$ cat src/hdl/websocket_frame_decoder_assert.svh
// Assertion macros used by the frame decoder's top-level RTL file.
`ifndef WEBSOCKET_FRAME_DECODER_ASSERT_SVH
`define WEBSOCKET_FRAME_DECODER_ASSERT_SVH

// Same-cycle implication, checked outside reset.
`define WSFD_ASSERT_NOW(label, clk, rst_n, ante, cons) \
    label: assert property (@(posedge clk) disable iff (!(rst_n)) (ante) |-> (cons)) \
        else $error("frame decoder assertion failed");

// Next-cycle implication, checked outside reset.
`define WSFD_ASSERT_NEXT(label, clk, rst_n, ante, cons) \
    label: assert property (@(posedge clk) disable iff (!(rst_n)) (ante) |=> (cons)) \
        else $error("frame decoder assertion failed");

`endif

$ cat src/hdl/wsfd_pkg.sv
// Types and constants of the WebSocket frame decoder.
package wsfd_pkg;

    // Parser phases, one-hot.
    typedef enum logic [5:0] {
        PH_HDR0    = 6'b000001,
        PH_HDR1    = 6'b000010,
        PH_EXT16   = 6'b000100,
        PH_EXT64   = 6'b001000,
        PH_KEY     = 6'b010000,
        PH_PAYLOAD = 6'b100000
    } t_phase;

    // Result kinds.
    localparam logic [1:0] KIND_DATA     = 2'd0;
    localparam logic [1:0] KIND_EMPTY    = 2'd1;
    localparam logic [1:0] KIND_NONFINAL = 2'd2;
    localparam logic [1:0] KIND_TOOLONG  = 2'd3;

    // Seven-bit length codes that announce an extended length.
    localparam logic [6:0] LEN_CODE_EXT16 = 7'd126;
    localparam logic [6:0] LEN_CODE_EXT64 = 7'd127;

    // Header byte counts at which a phase is complete. The 64-bit length
    // takes eight bytes, so its three-bit count wraps to zero.
    localparam logic [2:0] EXT16_DONE_CNT = 3'd2;
    localparam logic [2:0] EXT64_DONE_CNT = 3'd0;
    localparam logic [2:0] KEY_DONE_CNT   = 3'd4;

    localparam logic [31:0] MAX_LEN_RESET = 32'd1048576;

    typedef struct packed {
        logic [1:0] kind;
        logic [7:0] payload_byte;
        logic [3:0] frame_opcode;
        logic       last_byte;
    } t_result;

endpackage

$ cat src/hdl/websocket_frame_decoder.sv
// WebSocket frame decoder: takes one received stream byte per request and
// returns at most one result per byte. The header (FIN and opcode, mask bit
// and seven-bit length, optional 16-bit or 64-bit big-endian length, optional
// four-byte masking key) is parsed byte by byte, and payload bytes are
// unmasked on the fly and returned with the final one flagged. A zero-length
// frame returns one completion result; a non-final frame returns an error on
// its second header byte, and a length above max_payload_length, or above what
// LENGTH_COUNTER_BITS can count, returns an error when the length is complete.
// After any error or completed frame the next byte is a new first header byte.
// Throughput is one byte per clock cycle while o_in_stall is low: each byte
// updates the parser state in the cycle it is taken, and its result is
// registered in the output register, or in the skid register when the output
// register is full and stalled. The skid register absorbs one result when the
// output side stalls; o_in_stall rises only while that skid register is
// full. max_payload_length is written through i_max_payload_length_we and
// resets to 1048576; write it only while no frame is in progress.
`include "websocket_frame_decoder_assert.svh"

module websocket_frame_decoder #(
    parameter int LENGTH_COUNTER_BITS = 32
) (
    input  logic        i_clk,
    input  logic        i_rst_n,
    // Configuration register.
    input  logic        i_max_payload_length_we,
    input  logic [31:0] i_max_payload_length,
    // Byte stream in.
    input  logic        i_in_valid,
    output logic        o_in_stall,
    input  logic [7:0]  i_stream_byte,
    // Results out.
    output logic        o_out_valid,
    input  logic        i_out_stall,
    output logic [1:0]  o_kind,
    output logic [7:0]  o_payload_byte,
    output logic [3:0]  o_frame_opcode,
    output logic        o_last_byte
);

    logic [31:0]       r_max_len;
    logic              r_out_valid;
    wsfd_pkg::t_result r_out;
    logic              r_skid_valid;
    wsfd_pkg::t_result r_skid;

    logic              in_accept;
    logic              out_take;
    logic              res_valid;
    wsfd_pkg::t_result res;

    // The input side stalls only while the skid register holds a result.
    assign o_in_stall = r_skid_valid;
    assign in_accept  = i_in_valid && !r_skid_valid;
    assign out_take   = r_out_valid && !i_out_stall;

    always_ff @(posedge i_clk) begin
        if (!i_rst_n) begin
            r_max_len <= wsfd_pkg::MAX_LEN_RESET;
        end else if (i_max_payload_length_we) begin
            r_max_len <= i_max_payload_length;
        end
    end

    wsfd_parser #(
        .LENGTH_COUNTER_BITS(LENGTH_COUNTER_BITS)
    ) u_parser (
        .i_clk      (i_clk),
        .i_rst_n    (i_rst_n),
        .i_accept   (in_accept),
        .i_byte     (i_stream_byte),
        .i_max_len  (r_max_len),
        .o_res_valid(res_valid),
        .o_res      (res)
    );

    // Output register with a one-entry skid register behind it. When the
    // skid register is full no new byte is taken, so a new result can only
    // arrive while the skid register is empty.
    always_ff @(posedge i_clk) begin
        if (!i_rst_n) begin
            r_out_valid  <= 1'b0;
            r_skid_valid <= 1'b0;
        end else if (r_skid_valid) begin
            if (out_take) begin
                r_skid_valid <= 1'b0;
            end
        end else if (res_valid) begin
            if (!r_out_valid || out_take) begin
                r_out_valid <= 1'b1;
            end else begin
                r_skid_valid <= 1'b1;
            end
        end else if (out_take) begin
            r_out_valid <= 1'b0;
        end
    end

    always_ff @(posedge i_clk) begin
        if (r_skid_valid) begin
            if (out_take) begin
                r_out <= r_skid;
            end
        end else if (res_valid) begin
            if (!r_out_valid || out_take) begin
                r_out <= res;
            end else begin
                r_skid <= res;
            end
        end
    end

    assign o_out_valid    = r_out_valid;
    assign o_kind         = r_out.kind;
    assign o_payload_byte = r_out.payload_byte;
    assign o_frame_opcode = r_out.frame_opcode;
    assign o_last_byte    = r_out.last_byte;

    // The skid register is only ever filled behind a full output register.
    `WSFD_ASSERT_NOW(a_skid_behind_out, i_clk, i_rst_n, r_skid_valid, r_out_valid)

    // A full skid register is not drained without the output side taking.
    `WSFD_ASSERT_NEXT(a_skid_holds, i_clk, i_rst_n, r_skid_valid && !out_take, r_skid_valid)

    // Error results carry neither payload data nor the last flag.
    `WSFD_ASSERT_NOW(a_error_clean, i_clk, i_rst_n, r_out_valid && (r_out.kind == wsfd_pkg::KIND_NONFINAL || r_out.kind == wsfd_pkg::KIND_TOOLONG), r_out.payload_byte == 8'd0 && !r_out.last_byte)

endmodule

$ cat src/hdl/wsfd_parser.sv
// Frame header parser and payload unmasker; handles one byte per cycle while i_accept is high.
module wsfd_parser #(
    parameter int LENGTH_COUNTER_BITS = 32
) (
    input  logic             i_clk,
    input  logic             i_rst_n,
    input  logic             i_accept,
    input  logic [7:0]       i_byte,
    input  logic [31:0]      i_max_len,
    output logic             o_res_valid,
    output wsfd_pkg::t_result o_res
);

    localparam int LCB = LENGTH_COUNTER_BITS;

    wsfd_pkg::t_phase r_phase, n_phase;
    logic [2:0]       r_cnt, n_cnt;
    logic [63:0]      r_len, n_len;
    logic [LCB-1:0]   r_rem, n_rem;
    logic [31:0]      r_key, n_key;
    logic [1:0]       r_kidx, n_kidx;
    logic [3:0]       r_opcode, n_opcode;
    logic             r_masked, n_masked;
    logic             r_final, n_final;

    logic [63:0] len_new;
    logic [2:0]  cnt_inc;
    logic        cnt_over;
    logic        too_long;
    logic        len_zero;
    logic        rem_last;
    logic [7:0]  key_byte;
    logic        do_len_done;
    logic        do_start;

    // Length as it stands after this byte.
    always_comb begin
        case (r_phase)
            wsfd_pkg::PH_HDR1:  len_new = {57'd0, i_byte[6:0]};
            wsfd_pkg::PH_EXT16,
            wsfd_pkg::PH_EXT64: len_new = {r_len[55:0], i_byte};
            default:            len_new = r_len;
        endcase
    end

    generate
        if (LCB < 64) begin : g_cnt_over
            assign cnt_over = |len_new[63:LCB];
        end else begin : g_no_cnt_over
            assign cnt_over = 1'b0;
        end
    endgenerate

    assign too_long = (|len_new[63:32]) || (len_new[31:0] > i_max_len) || cnt_over;
    assign len_zero = (len_new == 64'd0);
    assign cnt_inc  = r_cnt + 3'd1;
    assign rem_last = (r_rem[LCB-1:1] == '0);
    assign key_byte = r_masked ? r_key[{~r_kidx, 3'b000} +: 8] : 8'd0;

    always_comb begin
        n_phase     = r_phase;
        n_cnt       = r_cnt;
        n_len       = r_len;
        n_rem       = r_rem;
        n_key       = r_key;
        n_kidx      = r_kidx;
        n_opcode    = r_opcode;
        n_masked    = r_masked;
        n_final     = r_final;
        do_len_done = 1'b0;
        do_start    = 1'b0;
        o_res_valid = 1'b0;
        o_res       = '{kind: wsfd_pkg::KIND_DATA, payload_byte: 8'd0,
                        frame_opcode: r_opcode, last_byte: 1'b0};

        if (i_accept) begin
            case (r_phase)
                wsfd_pkg::PH_HDR1: begin
                    n_masked = i_byte[7];
                    n_cnt    = 3'd0;
                    n_len    = 64'd0;
                    if (!r_final) begin
                        n_phase          = wsfd_pkg::PH_HDR0;
                        o_res_valid      = 1'b1;
                        o_res.kind       = wsfd_pkg::KIND_NONFINAL;
                    end else if (i_byte[6:0] == wsfd_pkg::LEN_CODE_EXT16) begin
                        n_phase = wsfd_pkg::PH_EXT16;
                    end else if (i_byte[6:0] == wsfd_pkg::LEN_CODE_EXT64) begin
                        n_phase = wsfd_pkg::PH_EXT64;
                    end else begin
                        n_len       = len_new;
                        do_len_done = 1'b1;
                    end
                end
                wsfd_pkg::PH_EXT16, wsfd_pkg::PH_EXT64: begin
                    n_len = len_new;
                    n_cnt = cnt_inc;
                    if (cnt_inc == ((r_phase == wsfd_pkg::PH_EXT16) ?
                                    wsfd_pkg::EXT16_DONE_CNT : wsfd_pkg::EXT64_DONE_CNT)) begin
                        do_len_done = 1'b1;
                    end
                end
                wsfd_pkg::PH_KEY: begin
                    n_key = {r_key[23:0], i_byte};
                    n_cnt = cnt_inc;
                    if (cnt_inc == wsfd_pkg::KEY_DONE_CNT) begin
                        do_start = 1'b1;
                    end
                end
                wsfd_pkg::PH_PAYLOAD: begin
                    n_kidx             = r_kidx + 2'd1;
                    o_res_valid        = 1'b1;
                    o_res.payload_byte = i_byte ^ key_byte;
                    o_res.last_byte    = rem_last;
                    if (rem_last) begin
                        n_rem   = '0;
                        n_phase = wsfd_pkg::PH_HDR0;
                    end else begin
                        n_rem = r_rem - {{(LCB-1){1'b0}}, 1'b1};
                    end
                end
                default: begin
                    // First header byte: FIN and opcode.
                    n_final  = i_byte[7];
                    n_opcode = i_byte[3:0];
                    n_cnt    = 3'd0;
                    n_phase  = wsfd_pkg::PH_HDR1;
                end
            endcase

            if (do_len_done) begin
                n_cnt = 3'd0;
                if (too_long) begin
                    n_phase     = wsfd_pkg::PH_HDR0;
                    o_res_valid = 1'b1;
                    o_res.kind  = wsfd_pkg::KIND_TOOLONG;
                end else if (n_masked) begin
                    n_key   = 32'd0;
                    n_phase = wsfd_pkg::PH_KEY;
                end else begin
                    do_start = 1'b1;
                end
            end

            if (do_start) begin
                n_kidx = 2'd0;
                n_cnt  = 3'd0;
                if (len_zero) begin
                    n_phase         = wsfd_pkg::PH_HDR0;
                    o_res_valid     = 1'b1;
                    o_res.kind      = wsfd_pkg::KIND_EMPTY;
                    o_res.last_byte = 1'b1;
                end else begin
                    n_rem   = len_new[LCB-1:0];
                    n_phase = wsfd_pkg::PH_PAYLOAD;
                end
            end
        end
    end

    always_ff @(posedge i_clk) begin
        if (!i_rst_n) begin
            r_phase  <= wsfd_pkg::PH_HDR0;
            r_cnt    <= 3'd0;
            r_len    <= 64'd0;
            r_rem    <= '0;
            r_key    <= 32'd0;
            r_kidx   <= 2'd0;
            r_opcode <= 4'd0;
            r_masked <= 1'b0;
            r_final  <= 1'b0;
        end else begin
            r_phase  <= n_phase;
            r_cnt    <= n_cnt;
            r_len    <= n_len;
            r_rem    <= n_rem;
            r_key    <= n_key;
            r_kidx   <= n_kidx;
            r_opcode <= n_opcode;
            r_masked <= n_masked;
            r_final  <= n_final;
        end
    end

endmodule

$ cat config.mk
export PLATFORM = sky130hd
export DESIGN_NAME = websocket_frame_decoder
export DESIGN_NICKNAME = d
export VERILOG_FILES = /design/src/hdl/wsfd_pkg.sv /design/src/hdl/websocket_frame_decoder.sv /design/src/hdl/wsfd_parser.sv
export VERILOG_INCLUDE_DIRS = /design/src /design/src/hdl
export SDC_FILE = /design/constraint.sdc
export NUM_CORES = 1
export LEC_CHECK = 0
export BUFFER_PORTS_ARGS = -buffer_cell sky130_fd_sc_hd__buf_2
export CORE_MARGIN = 1
export CORE_UTILIZATION = 45
export DETAILED_ROUTE_END_ITERATION = 8
export PLACE_DENSITY_LB_ADDON = 0.15
export SLEW_MARGIN = 15
export SYNTH_ARGS = -nofsm -noshare
export SYNTH_HDL_FRONTEND = slang
export SYNTH_SLANG_ARGS = --single-unit
$ cat constraint.sdc
create_clock -name i_clk -period 6.5 [get_ports i_clk]
set_clock_uncertainty 0.15 [all_clocks]
set_input_delay 0.65 -clock i_clk [delete_from_list [all_inputs] [get_ports i_clk]]
set_output_delay 0.65 -clock i_clk [all_outputs]
set_load 0.005 [all_outputs]
Yosys cells after proc, flatten, opt, wreduce, memory -nomap -nowiden
Cells that the tools add are included.

operators by class
  add/subtract/negate cells = 3
  order comparisons = 1
  eq/ne operators = 12
  shifts and indexed selects = 1
  muxes and demuxes = 74
  bitwise logic cells = 5
  reduce and logical (&&, ||, !) cells = 26

operators by type and width
  operator                                             count
  two-way mux 32 bit                                   8
  one-hot mux 64 bit (2 select lines)                  2
  two-way mux 64 bit                                   3
  zero test 64 bit                                     1
  two-way mux 15 bit                                   4
  two-way mux 6 bit                                    9
  > comparator 32 bit                                  1
  OR reduction 32 bit                                  1
  variable part select 32 x 6 -> 8 bit                 1
  subtractor 32 x 1 -> 32 bit, second input constant   1
  zero test 31 bit                                     1
  two-way mux 1 bit                                    30
  two-way mux 2 bit                                    9
  one-hot mux 6 bit (3 select lines)                   1
  two-way mux 8 bit                                    2
  equality test 7 bit, second input constant           2
  two-way mux 10 bit                                   1
  nonzero test 2 bit                                   5
  AND reduction 3 bit                                  3
  AND reduction 2 bit                                  4
  bitwise XOR 8 bit                                    1
  equality test 6 x 2 -> 1 bit, second input constant  1
  equality test 6 x 3 -> 1 bit, second input constant  1
  equality test 6 x 4 -> 1 bit, second input constant  1
  19 further kinds                                     29

storage, ports and cells
  bits in registers = 209
  input port bits = 45
  output and inout bits = 17
  logic and storage cells = 142

Logic depth before layout (Yosys ltp)
  word-level depth = 14
  mapped depth = 18
  depth with buffers taken out = 14

By module
A second synthesis with hierarchy kept.

second synthesis, totals
  cells, all modules = 1127
  area total of the unflattened synthesis = 10354.9 um^2

by module, submodules not included
  module                   times used  cells an instance  area each (um^2)  sequential area each (um^2)
  wsfd_parser              1           963                7996.4            2902.8
  websocket_frame_decoder  1           164                2358.5            1581.5

Worst setup path after synthesis
No wires, ideal clock.

  kind = reg2reg
  from = reg u_parser.r_phase[2]
  to = reg r_out, in the netlist o_frame_opcode[0] (enable)
  setup time = 0.394 ns
  arrival = 4.418 ns
  data required time = 5.956 ns
  setup slack = 1.537 ns
  stages on the path, launching flop included = 18
  path buffers = 4
  clock period less this slack = 4.963 ns
  path through = dfxtp_1 -> clkbuf_1 -> xor2_1 -> o211ai_1 -> buf_2 -> buf_1 -> clkbuf_1 -> a22o_1 -> ha_1 -> a21o_1 -> nand3_1 -> a21oi_1 -> or4b_1 -> a22o_2 -> o21ai_0 -> nand2_1 -> a31oi_1 -> a2bb2oi_1

between the ends
  word-level cells in the longest chain between the ends = 13
  elaborated cells on any way between the ends = 32
  those cells by class = order compare: 1; eq/ne: 6; mux: 18; reduce/logical: 7

RTL lines
  item                                                                                 RTL line                                                 text
  start, declared                                                                      wsfd_parser.sv:16                                        wsfd_pkg::t_phase r_phase, n_phase;
  start signal, assigned                                                               wsfd_parser.sv:163                                       r_phase <= wsfd_pkg::PH_HDR0;
  start signal, assigned                                                               wsfd_parser.sv:173                                       r_phase <= n_phase;
  equality test 6 x 4 -> 1 bit / equality test 6 x 3 -> 1 bit (equally long branches)  wsfd_parser.sv:38, wsfd_parser.sv:77, wsfd_parser.sv:98
  OR reduction 2 bit                                                                   wsfd_parser.sv:38, wsfd_parser.sv:77
  one-hot mux 64 bit (2 select lines)                                                  wsfd_parser.sv:38                                        case (r_phase)
  > comparator 32 bit / OR reduction 32 bit (equally long branches)                    wsfd_parser.sv:54, wsfd_parser.sv:48
  logical OR 1 bit (2 in a row)                                                        wsfd_parser.sv:54                                        assign too_long = (|len_new[63:32]) || (len_new[31:0] > i_max_len) || cnt_over;
  two-way mux 1 bit                                                                    wsfd_parser.sv:133                                       if (too_long) begin
  two-way mux 1 bit                                                                    wsfd_parser.sv:131                                       if (do_len_done) begin
  two-way mux 1 bit, on equally long branches                                          wsfd_parser.sv:148, wsfd_parser.sv:76
  two-way mux 1 bit *                                                                  wsfd_parser.sv:145                                       if (do_start) begin
  two-way mux 1 bit *                                                                  wsfd_parser.sv:76                                        if (i_accept) begin
  nonzero test 2 bit (no line) *                                                       n/a
  AND reduction 3 bit (no line) *                                                      n/a
  end signal, assigned                                                                 websocket_frame_decoder.sv:101                           r_out <= r_skid;
  end signal, assigned                                                                 websocket_frame_decoder.sv:105                           r_out <= res;
  end, declared                                                                        websocket_frame_decoder.sv:42                            wsfd_pkg::t_result r_out;

Mark *: on every way between the ends. The rest lies on a longest branch, timed or not. The select of a mux whose other input is x is not followed.
A chain may end at the register's enable or synchronous reset.

Worst setup path after layout
  from = reg u_parser.r_phase[1]
  to = reg r_skid[11] (netlist bit) (enable)

between the ends
  word-level cells in the longest chain between the ends = 12
  elaborated cells on any way between the ends = 31
  those cells by class = order compare: 1; eq/ne: 6; mux: 18; reduce/logical: 6

RTL lines
  item                                                                                 RTL line                                                 text
  equality test 6 x 4 -> 1 bit / equality test 6 x 3 -> 1 bit (equally long branches)  wsfd_parser.sv:38, wsfd_parser.sv:77, wsfd_parser.sv:98
  OR reduction 2 bit                                                                   wsfd_parser.sv:38, wsfd_parser.sv:77
  one-hot mux 64 bit (2 select lines)                                                  wsfd_parser.sv:38
  > comparator 32 bit / OR reduction 32 bit (equally long branches)                    wsfd_parser.sv:54, wsfd_parser.sv:48
  logical OR 1 bit (2 in a row)                                                        wsfd_parser.sv:54
  two-way mux 1 bit                                                                    wsfd_parser.sv:133
  two-way mux 1 bit                                                                    wsfd_parser.sv:131
  two-way mux 1 bit, on equally long branches                                          wsfd_parser.sv:148, wsfd_parser.sv:76
  two-way mux 1 bit *                                                                  wsfd_parser.sv:145
  two-way mux 1 bit *                                                                  wsfd_parser.sv:76
  AND reduction 3 bit (no line) *                                                      n/a
  end signal, assigned                                                                 websocket_frame_decoder.sv:107                           r_skid <= res;
  end, declared                                                                        websocket_frame_decoder.sv:44                            wsfd_pkg::t_result r_skid;

Marked as above.

==> impl_metrics.py <==
metrics = {
    "worst_setup_path": {
        "cp_max_fo": 28,
        "worstPathArrival_ns": 4.99,
        "critical_path_class": "flip-flop to flip-flop",
        "cp.required_ns": 6.49,
        "startpoint_type": "flip-flop",
        "end_kind": "flip-flop",
    },
    "final_layout": {
        "final_layout_size_suffix_gt1_frac": 0.1303,
        "fin_nets": 1213,
        "antennaDiodeCount": 0,
        "postLayoutCellArea_um2": 11460,
        "syn_to_final_growth_pct": 12.88,
    },
    "die": {
        "boundaryPins": 62,
        "die_y_um": 152.2,
        "initial_core_util": 0.4623,
        "rows": 54,
        "die-area_um2": 23160,
        "core_area_um2": 21960,
        "die_w_um": 152.2,
    },
    "place": {
        "place.port_buffers": 61,
        "placed_area_um2": 10600,
        "dpl.hpwl_mm": 18.69,
        "gp_congestion": 0.8957,
    },
    "global_routing": {
        "grt_max_degree": 103,
        "top_usage_layer": "met2",
        "grt_pass1_wl_mm": 43.48,
        "grtUsageTotal": 0.2333,
        "met1_usage": 0.3450,
        "grt_use_met2": 0.3608,
        "first_global_vias": 7746,
        "use_met3": 0.03100,
        "gr-total-overflow": 0,
        "antenna_found_initial": 0,
    },
    "clocking": {
        "insertion_delay_ns": 0.52,
        "cts_tree": "built",
        "clk_pin_slew_ns": 0.06,
        "cts_buffers": 24,
        "cts_resized": 0,
        "cts.sinks": 209,
        "clockRootBuffer": "clkbuf_16",
        "h-tree-depth": 1,
        "max-clock-path-buffers": 3,
        "cts_setup_buffers": 0,
        "cts_hold_buf": 0,
    },
    "sta": {
        "max_freq_ghz": 0.1999,
        "worst-slew-pin-transition_ns": 1.096,
        "period_needed_ns": 5.003,
        "slew-limit-headroom": 0.2691,
        "finalHoldViolCount": 0,
        "finalCritPeriodShare": 0.7698,
        "setup_violations": 0,
        "slew_violations": 0,
        "setup_tns_ns": 0,
        "rsz0062_at_grt": "no",
    },
    "route": {
        "drtPass1Iterations": 7,
        "avgRoutedWirePerCell_um": 19.22,
        "drc_errors": 6,
        "vias": 8487,
        "dr.first_iter.drc_count": 814,
        "vias_per_cell": 5.931,
        "drtAntennaViolNets": 0,
        "finalWirelength_mm": 27.51,
    },
    "yosys": {
        "synthCells": 1107,
        "syn_avg_cell_area_um2": 9.171,
        "synth_edf_count": 30,
        "syn-num-nets": 1187,
        "async_flop_share": 0,
        "yosys_warnings": 0,
        "synth.ff_latch_count": 209,
        "synthMostInstantiatedCell": "dfxtp_1",
        "yosys.area.top_type": "dfxtp_1",
        "synth_ff_type": "dfxtp_1",
        "yosysSeqAreaShare": 0.4417,
        "yosysTopAreaCellShare": 0.3530,
        "synth_cell_type_count": 70,
        "synth_area_leaders": "dfxtp_1 35%, edfxtp_1 8.9%, nor2_1 6.1%",
        "synth_common_cells": "179 x dfxtp_1, 164 x nor2_1, 67 x a22oi_1, 67 x nand2_1, 58 x a22o_1",
        "synth_area_um2": 10150,
    },
    "pwr": {
        "peakVddDrop_mv": 0.1723,
        "power_density_nw_per_um2": 258.3,
        "p_leak_nw": 4.557,
    },
    "run_status": {
        "violations": "design-rule violations",
        "outcome": "finished, violations left",
    },
    "job": {
        "drv_cap": 0,
    },
    "hold_path": {
        "hold_class": "primary input to flip-flop",
    },
}
final cells by class:
cell class / instances / area [um^2]
Clock buffer: 38 / 748.2
Clock inverter: 6 / 107.6
Fill cell: 2064 / 10500
Inverter: 42 / 158.9
Multi-Input combinational cell: 783 / 5215
Sequential cell: 209 / 4484
Tap cell: 280 / 350.3
Timing Repair Buffer: 73 / 395.4
stage by stage:
stage | utilization | total power, mW | instances | setup WS (ns) | hold WS, ns
after CTS | 0.5217 | 2.994 | 1431 | 1.545 | 0.1989
final | 0.5219 | 2.961 | 1431 | 1.497 | 0.2095
after floorplan | - | 1.490 | 1107 | 1.537 | 0.2760
after global routing | 0.5219 | 3.057 | 1431 | 1.163 | 0.2162
after detailed placement | 0.4827 | 1.548 | 1387 | 1.558 | 0.2984
after global placement | 0.4827 | 1.548 | 1387 | 1.625 | 0.2862
cell usage in the layout (no fill, tap or decap), types with 15 or more instances in the layout:
cell type    n
a21oi_1     47
nor3_1      18
a21o_1      15
a22oi_1     67
clkbuf_16   25
buf_2       61
a31oi_1     15
nand2_1     67
a22o_1      58
nand4_1     19
inv_1       41
nand3_1     29
nor4_1      31
mux2i_1     42
o21ai_0     34
ha_1        35
nor2_1     162
edfxtp_1    30
dfxtp_1    179
critical path, stage by stage, from the launching register on:
cell and delay (ns):
dfxtp_1 0.39, nor4_4 0.38, o21a_1 0.80, a22o_1 0.37, ha_1 0.18, nand4_1 0.16
nor4_1 0.52, nand2_1 0.11, a22o_2 0.35, o21ai_0 0.18, nand2_1 0.14, a31oi_1 0.25
and3_1 0.63
logic make-up (layout without fill, tap and decap cells):
kind of cell | Yosys count | count (layout) | synth area share
AND/OR/NAND/NOR | 381 | 381 | 0.1787
AO/OA/AOI/OAI | 291 | 291 | 0.2056
multiplexers | 60 | 60 | 0.07025
flip-flops | 209 | 209 | 0.4417
buffers and inverters | 115 | 159 | 0.04683
XOR/XNOR | 16 | 16 | 0.01380
adder cells (fa/ha/maj) | 35 | 35 | 0.04314
flip-flops by register name, indices dropped and copies added (netlist names):
name and count:
o_last_byte 1, u_parser.r_kidx 2, r_max_len 32, o_out_valid 1
o_frame_opcode 4, o_kind 2, o_in_stall 1, u_parser.r_masked 1
r_skid 15, u_parser.r_rem 32, u_parser.r_len 64, u_parser.r_final 1
u_parser.r_cnt 3, u_parser.r_opcode 4, u_parser.r_phase 6, u_parser.r_key 32
o_payload_byte 8
routing by layer:
metal / vias up / share of wire
met4: 0 / 0.018
li1: 4155 / -
met2: 258 / 0.44
met5: - / 0
met3: 38 / 0.054
met1: 4036 / 0.49
where the power goes:
part | internal, mW | switching, mW | leakage, nW
logic | 0.0620 | 0.114 | 2.42
registers | 1.33 | 0.0169 | 1.72
clock network | 0.906 | 0.532 | 0.419
path summary, 6_finish.rpt:
path	startpoint	end	slack (ns)	depth (start not counted)
min reg2reg	u_parser.r_rem[17]$_SDFFE_PN0P_	u_parser.r_rem[17]$_SDFFE_PN0P_	0.31	2
min	i_max_payload_length[20]	r_max_len[20]$_SDFFE_PN1P_	0.21	3
max reg2reg	u_parser.r_phase[1]$_SDFFE_PN0P_	r_skid[11]$_DFFE_PP_	1.50	12
max	u_parser.r_phase[1]$_SDFFE_PN0P_	r_skid[11]$_DFFE_PP_	1.50	12
No activity file was read; power rests on OpenSTA's default activity.
